## src/rtl/ufcr_pkg.sv

```systemverilog
// Package for the USB frame clock reference block.
// Holds widths, register indexes and the shared configuration and result types.
// No dependencies; every other file depends on it.
package ufcr_pkg;

    // Poll and result field widths
    localparam int FRAME_W      = 11;
    localparam int FRAME_BITS   = 11;
    localparam int TIME_W       = 32;
    localparam int COUNT_W      = 32;
    localparam int ELAPSED_W    = 64;
    localparam int STILL_W      = 16;

    // Configuration port
    localparam int CFG_IDX_W    = 8;
    localparam int CFG_DATA_W   = 32;

    localparam logic [CFG_IDX_W-1:0] REG_STILL_LIMIT = CFG_IDX_W'(0);
    localparam logic [CFG_IDX_W-1:0] REG_GAP_LIMIT   = CFG_IDX_W'(1);

    localparam logic [STILL_W-1:0] STILL_LIMIT_RST = STILL_W'(5000);
    localparam logic [TIME_W-1:0]  GAP_LIMIT_RST   = TIME_W'(1500000);

    typedef struct packed {
        logic [STILL_W-1:0] still_limit;
        logic [TIME_W-1:0]  gap_limit_us;
    } cfg_t;

    typedef struct packed {
        logic                 reference_valid;
        logic [COUNT_W-1:0]   edge_frames;
        logic [ELAPSED_W-1:0] edge_elapsed_us;
        logic [COUNT_W-1:0]   ambiguous_count;
        logic [COUNT_W-1:0]   restart_count;
    } result_t;

endpackage

```

## src/rtl/ufcr_if.sv

```systemverilog
// Handshake interfaces for the USB frame clock reference block.
// Poll, result and configuration channels; depends on ufcr_pkg.

interface ufcr_poll_if;
    logic                          valid;
    logic                          ready;
    logic [ufcr_pkg::FRAME_W-1:0]  frame_number;
    logic [ufcr_pkg::TIME_W-1:0]   now_us;

    modport source (output valid, output frame_number, output now_us, input ready);
    modport sink   (input valid, input frame_number, input now_us, output ready);
endinterface

interface ufcr_result_if;
    logic                            valid;
    logic                            ready;
    logic                            reference_valid;
    logic [ufcr_pkg::COUNT_W-1:0]    edge_frames;
    logic [ufcr_pkg::ELAPSED_W-1:0]  edge_elapsed_us;
    logic [ufcr_pkg::COUNT_W-1:0]    ambiguous_count;
    logic [ufcr_pkg::COUNT_W-1:0]    restart_count;

    modport source (output valid, output reference_valid, output edge_frames,
                    output edge_elapsed_us, output ambiguous_count,
                    output restart_count, input ready);
    modport sink   (input valid, input reference_valid, input edge_frames,
                    input edge_elapsed_us, input ambiguous_count,
                    input restart_count, output ready);
endinterface

interface ufcr_cfg_if;
    logic                             valid;
    logic                             ready;
    logic [ufcr_pkg::CFG_IDX_W-1:0]   index;
    logic [ufcr_pkg::CFG_DATA_W-1:0]  data;

    modport source (output valid, output index, output data, input ready);
    modport sink   (input valid, input index, input data, output ready);
endinterface

```

## src/rtl/ufcr_cfg_regs.sv

```systemverilog
// Configuration registers: still limit and gap limit.
// Depends on ufcr_pkg and ufcr_cfg_if.
module ufcr_cfg_regs (
    input  logic             clk,
    input  logic             rst_n,
    ufcr_cfg_if.sink         cfg,
    output ufcr_pkg::cfg_t   cfg_out
);
    import ufcr_pkg::*;

    logic [STILL_W-1:0] still_limit_reg;
    logic [TIME_W-1:0]  gap_limit_reg;
    logic               wr_en;

    // Writes always accepted; unknown indexes are dropped
    assign cfg.ready = 1'b1;
    assign wr_en     = cfg.valid;

    always_ff @(posedge clk or negedge rst_n)
    begin
        if (!rst_n)
        begin
            still_limit_reg <= STILL_LIMIT_RST;
            gap_limit_reg   <= GAP_LIMIT_RST;
        end
        else if (wr_en)
        begin
            case (cfg.index)
                REG_STILL_LIMIT: still_limit_reg <= cfg.data[STILL_W-1:0];
                REG_GAP_LIMIT:   gap_limit_reg   <= cfg.data[TIME_W-1:0];
                default:         ;
            endcase
        end
    end

    assign cfg_out.still_limit  = still_limit_reg;
    assign cfg_out.gap_limit_us = gap_limit_reg;

endmodule

```

## src/rtl/ufcr_core.sv

```systemverilog
// Span tracking state and its one-poll update.
// Depends on ufcr_pkg; fed by the top level's input register.
module ufcr_core (
    input  logic                            clk,
    input  logic                            rst_n,
    input  logic                            step_en,
    input  logic [ufcr_pkg::FRAME_W-1:0]    frame_number,
    input  logic [ufcr_pkg::TIME_W-1:0]     now_us,
    input  ufcr_pkg::cfg_t                  cfg,
    output ufcr_pkg::result_t               result
);
    import ufcr_pkg::*;

    logic                  span_started_reg,    span_started_next;
    logic [FRAME_BITS-1:0] last_frame_reg,      last_frame_next;
    logic [TIME_W-1:0]     last_time_reg,       last_time_next;
    logic [STILL_W-1:0]    still_polls_reg,     still_polls_next;
    logic [COUNT_W-1:0]    frames_total_reg,    frames_total_next;
    logic [ELAPSED_W-1:0]  elapsed_total_reg,   elapsed_total_next;
    logic [COUNT_W-1:0]    latched_frames_reg,  latched_frames_next;
    logic [ELAPSED_W-1:0]  latched_elapsed_reg, latched_elapsed_next;
    logic [COUNT_W-1:0]    gap_events_reg,      gap_events_next;
    logic [COUNT_W-1:0]    span_restarts_reg,   span_restarts_next;

    logic [FRAME_BITS-1:0] cur;
    logic [FRAME_BITS-1:0] step;
    logic [TIME_W-1:0]     delta;
    logic [STILL_W-1:0]    still_inc;
    logic                  same_frame;

    assign cur        = frame_number[FRAME_BITS-1:0];
    assign same_frame = (cur == last_frame_reg);
    assign delta      = now_us - last_time_reg;
    assign step       = cur - last_frame_reg;
    assign still_inc  = still_polls_reg + STILL_W'(1);

    // Next state for one poll
    always_comb
    begin
        span_started_next    = span_started_reg;
        last_frame_next      = last_frame_reg;
        last_time_next       = last_time_reg;
        still_polls_next     = still_polls_reg;
        frames_total_next    = frames_total_reg;
        elapsed_total_next   = elapsed_total_reg;
        latched_frames_next  = latched_frames_reg;
        latched_elapsed_next = latched_elapsed_reg;
        gap_events_next      = gap_events_reg;
        span_restarts_next   = span_restarts_reg;

        if (span_started_reg && same_frame)
        begin
            // Frame number stuck: count toward the still limit
            still_polls_next = still_inc;
            if (still_inc >= cfg.still_limit)
            begin
                still_polls_next     = '0;
                span_started_next    = 1'b0;
                frames_total_next    = '0;
                elapsed_total_next   = '0;
                latched_frames_next  = '0;
                latched_elapsed_next = '0;
                span_restarts_next   = span_restarts_reg + COUNT_W'(1);
            end
        end
        else
        begin
            still_polls_next = '0;
            last_frame_next  = cur;
            last_time_next   = now_us;
            if (!span_started_reg)
            begin
                // Start once the frame moves from a nonzero value
                if (!same_frame && (last_frame_reg != '0))
                    span_started_next = 1'b1;
            end
            else if (delta > cfg.gap_limit_us)
            begin
                // Over-long gap: new epoch, span stays up
                gap_events_next      = gap_events_reg + COUNT_W'(1);
                span_restarts_next   = span_restarts_reg + COUNT_W'(1);
                frames_total_next    = '0;
                elapsed_total_next   = '0;
                latched_frames_next  = '0;
                latched_elapsed_next = '0;
            end
            else
            begin
                elapsed_total_next = elapsed_total_reg + ELAPSED_W'(delta);
                frames_total_next  = frames_total_reg + COUNT_W'(step);
                if (step == FRAME_BITS'(1))
                begin
                    latched_frames_next  = frames_total_next;
                    latched_elapsed_next = elapsed_total_next;
                end
            end
        end
    end

    always_ff @(posedge clk or negedge rst_n)
    begin
        if (!rst_n)
        begin
            span_started_reg    <= 1'b0;
            last_frame_reg      <= '0;
            last_time_reg       <= '0;
            still_polls_reg     <= '0;
            frames_total_reg    <= '0;
            elapsed_total_reg   <= '0;
            latched_frames_reg  <= '0;
            latched_elapsed_reg <= '0;
            gap_events_reg      <= '0;
            span_restarts_reg   <= '0;
        end
        else if (step_en)
        begin
            span_started_reg    <= span_started_next;
            last_frame_reg      <= last_frame_next;
            last_time_reg       <= last_time_next;
            still_polls_reg     <= still_polls_next;
            frames_total_reg    <= frames_total_next;
            elapsed_total_reg   <= elapsed_total_next;
            latched_frames_reg  <= latched_frames_next;
            latched_elapsed_reg <= latched_elapsed_next;
            gap_events_reg      <= gap_events_next;
            span_restarts_reg   <= span_restarts_next;
        end
    end

    // Result after this poll's update
    assign result.reference_valid = span_started_next;
    assign result.edge_frames     = span_started_next ? latched_frames_next : '0;
    assign result.edge_elapsed_us = span_started_next ? latched_elapsed_next : '0;
    assign result.ambiguous_count = gap_events_next;
    assign result.restart_count   = span_restarts_next;

endmodule

```

## src/rtl/usb_frame_clock_reference.sv

```systemverilog
// Top level of the USB frame clock reference block.
// Depends on ufcr_pkg, ufcr_if, ufcr_cfg_regs and ufcr_core.

// Each accepted poll (frame number plus microsecond timestamp) yields exactly
// one result item carrying span validity, the frame count and elapsed time
// latched at the last single-frame step, and the ambiguous-gap and restart
// counters. A poll is taken into an input register, updated combinationally
// against the span state, and its result lands in an output register, so the
// block sustains one poll per clock while the sink keeps up; result valid rises
// once the poll moves from the input to the output register. The output register
// stalls the pipe only while a result is held by the sink. Configuration writes
// are taken every cycle and must only be issued while no poll is in flight.
module usb_frame_clock_reference (
    input  logic           clk,
    input  logic           rst_n,
    ufcr_poll_if.sink      poll,
    ufcr_result_if.source  result,
    ufcr_cfg_if.sink       cfg
);
    import ufcr_pkg::*;

    logic               in_valid_reg,  in_valid_next;
    logic [FRAME_W-1:0] in_frame_reg;
    logic [TIME_W-1:0]  in_now_reg;
    logic               out_valid_reg, out_valid_next;
    result_t            out_data_reg;
    result_t            core_result;
    cfg_t               cfg_val;
    logic               poll_take;
    logic               advance;

    ufcr_cfg_regs u_cfg (
        .clk     (clk),
        .rst_n   (rst_n),
        .cfg     (cfg),
        .cfg_out (cfg_val)
    );

    ufcr_core u_core (
        .clk          (clk),
        .rst_n        (rst_n),
        .step_en      (advance),
        .frame_number (in_frame_reg),
        .now_us       (in_now_reg),
        .cfg          (cfg_val),
        .result       (core_result)
    );

    // Flow control
    assign advance    = in_valid_reg && (!out_valid_reg || result.ready);
    assign poll.ready = !in_valid_reg || advance;
    assign poll_take  = poll.valid && poll.ready;

    always_comb
    begin
        in_valid_next = in_valid_reg;
        if (poll_take)
            in_valid_next = 1'b1;
        else if (advance)
            in_valid_next = 1'b0;

        out_valid_next = out_valid_reg;
        if (advance)
            out_valid_next = 1'b1;
        else if (result.ready)
            out_valid_next = 1'b0;
    end

    always_ff @(posedge clk or negedge rst_n)
    begin
        if (!rst_n)
        begin
            in_valid_reg  <= 1'b0;
            out_valid_reg <= 1'b0;
        end
        else
        begin
            in_valid_reg  <= in_valid_next;
            out_valid_reg <= out_valid_next;
        end
    end

    // Payload registers
    always_ff @(posedge clk)
    begin
        if (poll_take)
        begin
            in_frame_reg <= poll.frame_number;
            in_now_reg   <= poll.now_us;
        end
        if (advance)
            out_data_reg <= core_result;
    end

    assign result.valid           = out_valid_reg;
    assign result.reference_valid = out_data_reg.reference_valid;
    assign result.edge_frames     = out_data_reg.edge_frames;
    assign result.edge_elapsed_us = out_data_reg.edge_elapsed_us;
    assign result.ambiguous_count = out_data_reg.ambiguous_count;
    assign result.restart_count   = out_data_reg.restart_count;

    // An empty input register never blocks a poll
    a_ready_when_empty: assert property (@(posedge clk) disable iff (!rst_n)
        !in_valid_reg |-> poll.ready)
        else $error("poll stalled with empty input register");

    // Each processed poll shows up as a result next cycle
    a_advance_to_out: assert property (@(posedge clk) disable iff (!rst_n)
        advance |=> out_valid_reg)
        else $error("processed poll lost before the output register");

    // Outside a span the latched pair reads as zero
    a_no_span_zero: assert property (@(posedge clk) disable iff (!rst_n)
        (result.valid && !result.reference_valid) |->
            (result.edge_frames == '0 && result.edge_elapsed_us == '0))
        else $error("latched values shown without a span");

    // A gap event always counts a restart in the same poll
    a_gap_restart: assert property (@(posedge clk) disable iff (!rst_n)
        (advance && core_result.ambiguous_count != u_core.gap_events_reg)
            |-> (core_result.restart_count == u_core.span_restarts_reg + COUNT_W'(1)))
        else $error("gap counted without a restart");

endmodule
```

## src/flat_wrapper.sv

```systemverilog
// flat-port wrapper written by rule: the top's interface ports become plain ports
module usb_frame_clock_reference_flat import ufcr_pkg::*;
  (clk, rst_n, poll_valid, poll_frame_number, poll_now_us, poll_ready, result_valid, result_reference_valid, result_edge_frames, result_edge_elapsed_us, result_ambiguous_count, result_restart_count, result_ready, cfg_valid, cfg_index, cfg_data, cfg_ready);
  ufcr_poll_if poll_i ();
  ufcr_result_if result_i ();
  ufcr_cfg_if cfg_i ();
  input  logic clk;
  input  logic rst_n;
  input wire logic [$bits(poll_i.valid)-1:0] poll_valid;
  input wire logic [$bits(poll_i.frame_number)-1:0] poll_frame_number;
  input wire logic [$bits(poll_i.now_us)-1:0] poll_now_us;
  output wire logic [$bits(poll_i.ready)-1:0] poll_ready;
  output wire logic [$bits(result_i.valid)-1:0] result_valid;
  output wire logic [$bits(result_i.reference_valid)-1:0] result_reference_valid;
  output wire logic [$bits(result_i.edge_frames)-1:0] result_edge_frames;
  output wire logic [$bits(result_i.edge_elapsed_us)-1:0] result_edge_elapsed_us;
  output wire logic [$bits(result_i.ambiguous_count)-1:0] result_ambiguous_count;
  output wire logic [$bits(result_i.restart_count)-1:0] result_restart_count;
  input wire logic [$bits(result_i.ready)-1:0] result_ready;
  input wire logic [$bits(cfg_i.valid)-1:0] cfg_valid;
  input wire logic [$bits(cfg_i.index)-1:0] cfg_index;
  input wire logic [$bits(cfg_i.data)-1:0] cfg_data;
  output wire logic [$bits(cfg_i.ready)-1:0] cfg_ready;
  assign poll_i.valid = poll_valid;
  assign poll_i.frame_number = poll_frame_number;
  assign poll_i.now_us = poll_now_us;
  assign poll_ready = poll_i.ready;
  assign result_valid = result_i.valid;
  assign result_reference_valid = result_i.reference_valid;
  assign result_edge_frames = result_i.edge_frames;
  assign result_edge_elapsed_us = result_i.edge_elapsed_us;
  assign result_ambiguous_count = result_i.ambiguous_count;
  assign result_restart_count = result_i.restart_count;
  assign result_i.ready = result_ready;
  assign cfg_i.valid = cfg_valid;
  assign cfg_i.index = cfg_index;
  assign cfg_i.data = cfg_data;
  assign cfg_ready = cfg_i.ready;
  usb_frame_clock_reference u_core (.clk(clk), .rst_n(rst_n), .poll(poll_i), .result(result_i), .cfg(cfg_i));
endmodule
```

## config.mk

```make
export PLATFORM = sky130hd
export DESIGN_NAME = usb_frame_clock_reference_flat
export DESIGN_NICKNAME = d
export VERILOG_FILES = /design/src/rtl/ufcr_pkg.sv /design/src/rtl/ufcr_if.sv /design/src/rtl/ufcr_cfg_regs.sv /design/src/rtl/ufcr_core.sv /design/src/rtl/usb_frame_clock_reference.sv /design/src/flat_wrapper.sv
export SDC_FILE = /design/constraint.sdc
export NUM_CORES = 1
export LEC_CHECK = 0
export BUFFER_PORTS_ARGS = -buffer_cell sky130_fd_sc_hd__buf_4
export CAP_MARGIN = 20
export CELL_PAD_IN_SITES_DETAIL_PLACEMENT = 1
export CELL_PAD_IN_SITES_GLOBAL_PLACEMENT = 1
export CORE_ASPECT_RATIO = 0.9
export CORE_MARGIN = 3
export CORE_UTILIZATION = 41
export DETAILED_ROUTE_END_ITERATION = 16
export HOLD_SLACK_MARGIN = 0.06
export PLACE_DENSITY_LB_ADDON = 0.05
export SETUP_SLACK_MARGIN = 0.1
export SYNTH_ARGS = -nofsm -noshare
export SYNTH_HDL_FRONTEND = slang
export SYNTH_HIERARCHICAL = 1
export SYNTH_SLANG_ARGS = --single-unit
```

## constraint.sdc

```tcl
create_clock -name clk -period 18 [get_ports clk]
set_input_delay 1.8 -clock clk [delete_from_list [all_inputs] [get_ports clk]]
set_output_delay 1.8 -clock clk [all_outputs]
set_load 0.01 [all_outputs]
```

# Yosys cells after proc, flatten, opt, wreduce, memory -nomap -nowiden
# Index checks and enable logic that the tools add are counted.
[word_totals] in_bits=88 ramBits=0 mem_count=0 mem_bits_ro=0 latch_bits=0 reg_bits=570 out_inout_bits=164
[classes] magnitude_cmp=2 mul=0 n_reduce_logical=18 bitwise_logic=1 muxes=35 div_mod_pow=0 n_addsub=7 shift=0 eq_ne=4
[ops] operator="$mux W64" count=9
[ops] operator="$mux W32" count=16
[ops] operator="$add A32 B1 Y32 const B" count=2
[ops] operator="$add A64 B32 Y64" count=1
[ops] operator="$add A32 B11 Y32" count=1
[ops] operator="$gt A32 B32 Y1" count=1
[ops] operator="$mux W16" count=2
[ops] operator="$sub A32 B32 Y32" count=1
[ops] operator="$add A16 B1 Y16 const B" count=1
[ops] operator="$ge A16 B16 Y1" count=1
[ops] operator="$eq A11 B1 Y1 const B" count=1
[ops] operator="$eq A11 B11 Y1" count=1
[ops] operator="$reduce_bool A11 Y1" count=1
[ops] operator="$sub A11 B11 Y11" count=1
[ops] operator="$eq A8 B1 Y1 const B" count=1
[ops] operator="$logic_not A8 Y1" count=1
[ops] operator="$mux W1" count=8
[ops] operator="$reduce_and A2 Y1" count=3
[ops] operator="$reduce_bool A2 Y1" count=3
[ops] operator="$logic_and A1 B1 Y1" count=4
[ops] operator="$logic_not A1 Y1" count=3
[ops] operator="$reduce_and A3 Y1" count=1
[ops] operator="$logic_or A1 B1 Y1" count=2
[ops] operator="$ne A2 B1 Y1 const B" count=1
[ops] operator="$not A1 Y1" count=1

# Depth between registers and ports, before layout
[logic_depth] word_depth=6 mapped_depth=25 ltp_nobuf=22

# Hierarchy
# The synthesis kept the hierarchy.
[modules_own_cells] module="ufcr_core" area_per_inst_um2=21524.4 cells_per_inst=2445 instances=1 seq_area_each_um2=7907.6
[modules_own_cells] module="usb_frame_clock_reference" area_per_inst_um2=6229.7 cells_per_inst=212 instances=1 seq_area_each_um2=6175.9
[modules_own_cells] module="ufcr_cfg_regs" area_per_inst_um2=2004.4 cells_per_inst=108 instances=1 seq_area_each_um2=1219.9

# Worst setup path after synthesis
# No wires, ideal clock.
[synth_path] path_kind="input -> register" startpoint="input result_ready" endpoint="register u_core.u_core.elapsed_total_reg[34]" setup_ps=83 slack_ps=10617 path_stages=11 path_buffers=4 t_required_ps=17917 arrival_ps=7301 cell_sequence="nand2b_1 and2_1 clkbuf_1 clkinv_1 nor2_1 o21a_1 buf_2 buf_2 buf_1 nand2_1 o22ai_1"
[synth_via] elab_chain_len=3
[synth_lines] element="start, declared" line_no="flat_wrapper.sv:19" text="input wire logic [$bits(result_i.ready)-1:0] result_ready;"
[synth_lines] element="$logic_or A1 B1 Y1" line_no="usb_frame_clock_reference.sv:50" text="assign advance = in_valid_reg && (!out_valid_reg || result.ready);"
[synth_lines] element="$logic_and A1 B1 Y1" line_no="usb_frame_clock_reference.sv:50"
[synth_lines] element="named net u_core.advance" line_no="usb_frame_clock_reference.sv:30" text="logic advance;"
[synth_lines] element="$reduce_and A3 Y1 (no source line)"
[synth_lines] element="end signal, assigned" line_no="ufcr_core.sv:122" text="elapsed_total_reg <= elapsed_total_next;"
[synth_lines] element="end, declared" line_no="ufcr_core.sv:19" text="logic [ELAPSED_W-1:0] elapsed_total_reg, elapsed_total_next;"
# The timed path passes the listed nets, and every way through them passes these cells.
# A chain may end at the register's enable or synchronous reset.

# Worst setup path after layout
[layout_path] startpoint="register u_core.in_now_reg[0]" endpoint="register u_core.out_data_reg (netlist bit u_core/result.edge_frames[22]) (data pin)"
[layout_via] elab_chain_len=5
[layout_lines] element="start, declared" line_no="usb_frame_clock_reference.sv:24" text="logic [TIME_W-1:0] in_now_reg;"
[layout_lines] element="start signal, assigned" line_no="usb_frame_clock_reference.sv:89" text="in_now_reg <= poll.now_us;"
[layout_lines] element="$sub A32 B32 Y32" line_no="ufcr_core.sv:33" text="assign delta = now_us - last_time_reg;"
[layout_lines] element="$gt A32 B32 Y1" line_no="ufcr_core.sv:77" text="else if (delta > cfg.gap_limit_us)"
[layout_lines] element="$mux W32" line_no="ufcr_core.sv:77"
[layout_lines] element="$mux W32" line_no="ufcr_core.sv:71" text="if (!span_started_reg)"
[layout_lines] element="$mux W32" line_no="ufcr_core.sv:51" text="if (span_started_reg && same_frame)"
[layout_lines] element="end signal, assigned" line_no="usb_frame_clock_reference.sv:92" text="out_data_reg <= core_result;"
[layout_lines] element="end, declared" line_no="usb_frame_clock_reference.sv:26" text="result_t out_data_reg;"
# Every way passes these cells.

==> reports/results.ini <==
[outcome]
outcome = finished clean

[yosys]
synth_top_family_by_area = compound AO/OA/AOI/OAI gates
synthTopCellsByArea = dfrtp_1 (30%), edfxtp_1 (21%), ha_1 (5.8%)
syn_area_per_cell_um2 = 10.8
yosysUniqueCellTypes = 93
synthCells = 2765
synth_fp_nets = 2996
yosysTopAreaCell = dfrtp_1
synth_xor_area_share_pct = 7.62
yosys_warnings = 6
synth_edf_count = 204
synthSimpleGateAreaFrac_pct = 12.8
async_flop_share_pct = 64.2
synthDominantCellAreaShare_pct = 29.5
synth_compound_area_share_pct = 15.4
seq_area_frac_synth_pct = 51.4
synth_ff_type = dfrtp_1
muxShareOfSynthArea_pct = 2.95
ys_ff_latch = 570
synthAdderAreaFrac_pct = 6.11
synthesis.area_um2 = 29800

[worst_setup_path]
cpMostUsedCell = a21oi_1
cp_slowest_cell = a2111oi_1
critPathTopFamily = compound AO/OA/AOI/OAI gates
arrival_ns = 7.63
path_buf_inv = 2
worstPathMaxFanout = 19
worstPathRequired_ns = 18.44
end_kind = flip-flop
worst_setup_path_start_kind = flip-flop
worstSetupPathType = flip-flop to flip-flop
max_stage_delay_ns = 0.80
crit_chain = inv_1, ha_1, fa_1, nand2b_1, a21oi_1, o2111ai_1, a31oi_1, a211oi_1, a21oi_1, o21ai_0, or4b_2, o311ai_0, ha_1, nand3_1, nor4_2, a2111oi_1, o2111a_1, o21ai_2, nor2b_2, buf_4, o21ai_0, a21oi_1

[clock_tree]
htree_levels = 3
worstSkewPairLatency_ns = 0.61
cts.sinks = 570
cts_setup_buffers = 0
cts_tree = yes
post_cts_resize_count = 0
cts_buffer_depth = 3
numCtsBuffers = 67
holdBufCountCts = 0
cts-root-buf = clkbuf_16
path_clk_slew_ns = 0.06

[floorplan]
rows = 93
die_h_um = 262
ios = 252
core_um2 = 71700
die-area_um2 = 75900
die_width_um = 290
initial_core_util_pct = 41.5

[sta]
finalSetupViolations = 0
slew_headroom_pct = 26.4
clock_skew_ns = 0.0230
fin_crit_sh_pct = 39.9
max_freq_mhz = 139
fin_tns_setup_ns = 0
rsz0062_at_grt = no
tightest_slew_ns = 1.10
finalCriticalPeriod_ns = 7.18
slew_violations = 0
hold_violations = 0

[cells_and_area]
multi_input_area_um2 = 13400
fillerInstances = 7804
fin_util_pct = 48.6
regArea_um2 = 15300
drive_gt1_share_pct = 16.4
final_nets = 3216
area_growth_pct = 17.0

[global_route]
grt_max_degree = 173
grt_pass1_wl_mm = 132
grt_pass1_vias = 23400
track_usage_pct = 21.7
grt_antenna_before_repair = 0
grt-ovfl-total = 0

[drt]
routed_wl_mm = 83.5
wl_per_cell_um = 20.9
wl_met1_mm = 40.8
drc_errors = 0
drtAntennaViolNets = 0
detail_route.vias_per_cell = 5.55
wl_met2_mm = 38.0
wl_met3_mm = 2.75
first_pass_iters = 4
via_count = 22200
drtIter0Drc = 1277
highest_layer = met4

[placement]
gp_congestion = 0.883
portBuffers = 250
place_hpwl_mm = 58.2

[pwr]
p_leak_uw = 0.0149
power.density_nw_per_um2 = 128
irDropWorstVdd_v = 0.000117

[min_path]
hp-class = flip-flop to flip-flop

[job]
cap_viol_max_count = 0

==> worst min-delay path: stages (launching register included) <==
cell	delay, ns
dfrtp_1	0.34
nand2_1	0.05
o21ai_0	0.06
==> layout by cell type (no fill, tap or decap), types with 37 or more instances in the layout <==
master,n
a22o_1,77
xnor2_1,183
nand2_1,288
a21oi_1,118
o2bb2ai_1,51
edfxtp_1,204
o21ai_0,214
nor2_1,134
xor2_1,74
and3_1,48
nand4_1,45
ha_1,139
buf_4,273
inv_1,126
nor3_1,37
dfrtp_1,351
nand3_1,100
clkbuf_16,70
==> per-layer routing <==
metal / global-route usage, % / vias up
met5: 0 / -
met4: 5.92 / 0
met3: 3.03 / 106
met2: 34.8 / 349
met1: 31.0 / 11300
li1: - / 10400
==> cells by family after synthesis <==
logic type               after synthesis
AND/OR/NAND/NOR                      781
buffers and inverters                254
XOR/XNOR                             258
adder cells (fa/ha/maj)              143
multiplexers                          69
AO/OA/AOI/OAI                        689
other                                  1
flip-flops                           570
==> cell usage after synthesis (all sizes together) (35+ instances only) <==
cell and instances:
mux2 59, a22o 77, o21ai 222, nand3 102
edfxtp 204, xnor2 183, dfrtp 351, a21o 35
o2bb2ai 51, a21oi 118, clkbuf 76, nor2 135
and3 48, nor3 39, nand2 290, nand4 46
xor2 75, inv 126, buf 50, ha 139
==> path summary, 6_finish.rpt <==
check                                                             startpoint                                           endpoint  slack [ns]  depth (start not counted)
setup reg to reg                              u_core/in_now_reg[0]$_DFFE_PP_            u_core/result.edge_frames[22]$_DFFE_PP_       10.82                         22
setup / recovery                              u_core/in_now_reg[0]$_DFFE_PP_            u_core/result.edge_frames[22]$_DFFE_PP_       10.82                         22
min in group asynchronous                                              rst_n  u_core/u_core/latched_elapsed_reg[58]$_DFFE_PN0P_        1.23                          1
hold / removal             u_core/u_core/latched_elapsed_reg[58]$_DFFE_PN0P_  u_core/u_core/latched_elapsed_reg[58]$_DFFE_PN0P_        0.48                          2
hold reg to reg            u_core/u_core/latched_elapsed_reg[58]$_DFFE_PN0P_  u_core/u_core/latched_elapsed_reg[58]$_DFFE_PN0P_        0.48                          2
max in group asynchronous                                              rst_n    u_core/u_core/span_restarts_reg[30]$_DFFE_PN0P_       15.28                          2
==> per-stage QoR <==
stage | area [um^2] | std cells | setup slack [ns] | hold slack, ns | total power [uW]
after floorplan | 29800 | 2765 | 10.62 | 0.449 | 2570
after global placement | 32500 | 3865 | 10.69 | 0.462 | 3020
after detailed placement | 32500 | 3865 | 10.23 | 0.471 | 3060
after CTS | 34800 | 3989 | 10.29 | 0.484 | 4500
after global routing | 34800 | 3990 | 10.24 | 0.501 | 4720
final | 34800 | 3991 | 10.82 | 0.481 | 4460
==> area by class of cell <==
class,count,area share (%)
inverter,128,1.38
tap,950,3.41
multi-input combinational,1941,38.6
clock inverter,22,0.841
clock buffer,102,5.72
timing repair buffer,277,6.09
sequential,570,44.0
antenna,1,0.00719
==> where the power goes <==
| part | switching, uW | internal, uW | total [uW] | leakage [uW] |
|---|---|---|---|---|
| clock | 554 | 853 | 1410 | 0.00111 |
| sequential | 74.9 | 1460 | 1540 | 0.00693 |
| combinational | 993 | 518 | 1510 | 0.00683 |
Note: power is estimated with default switching activity, not from simulation.
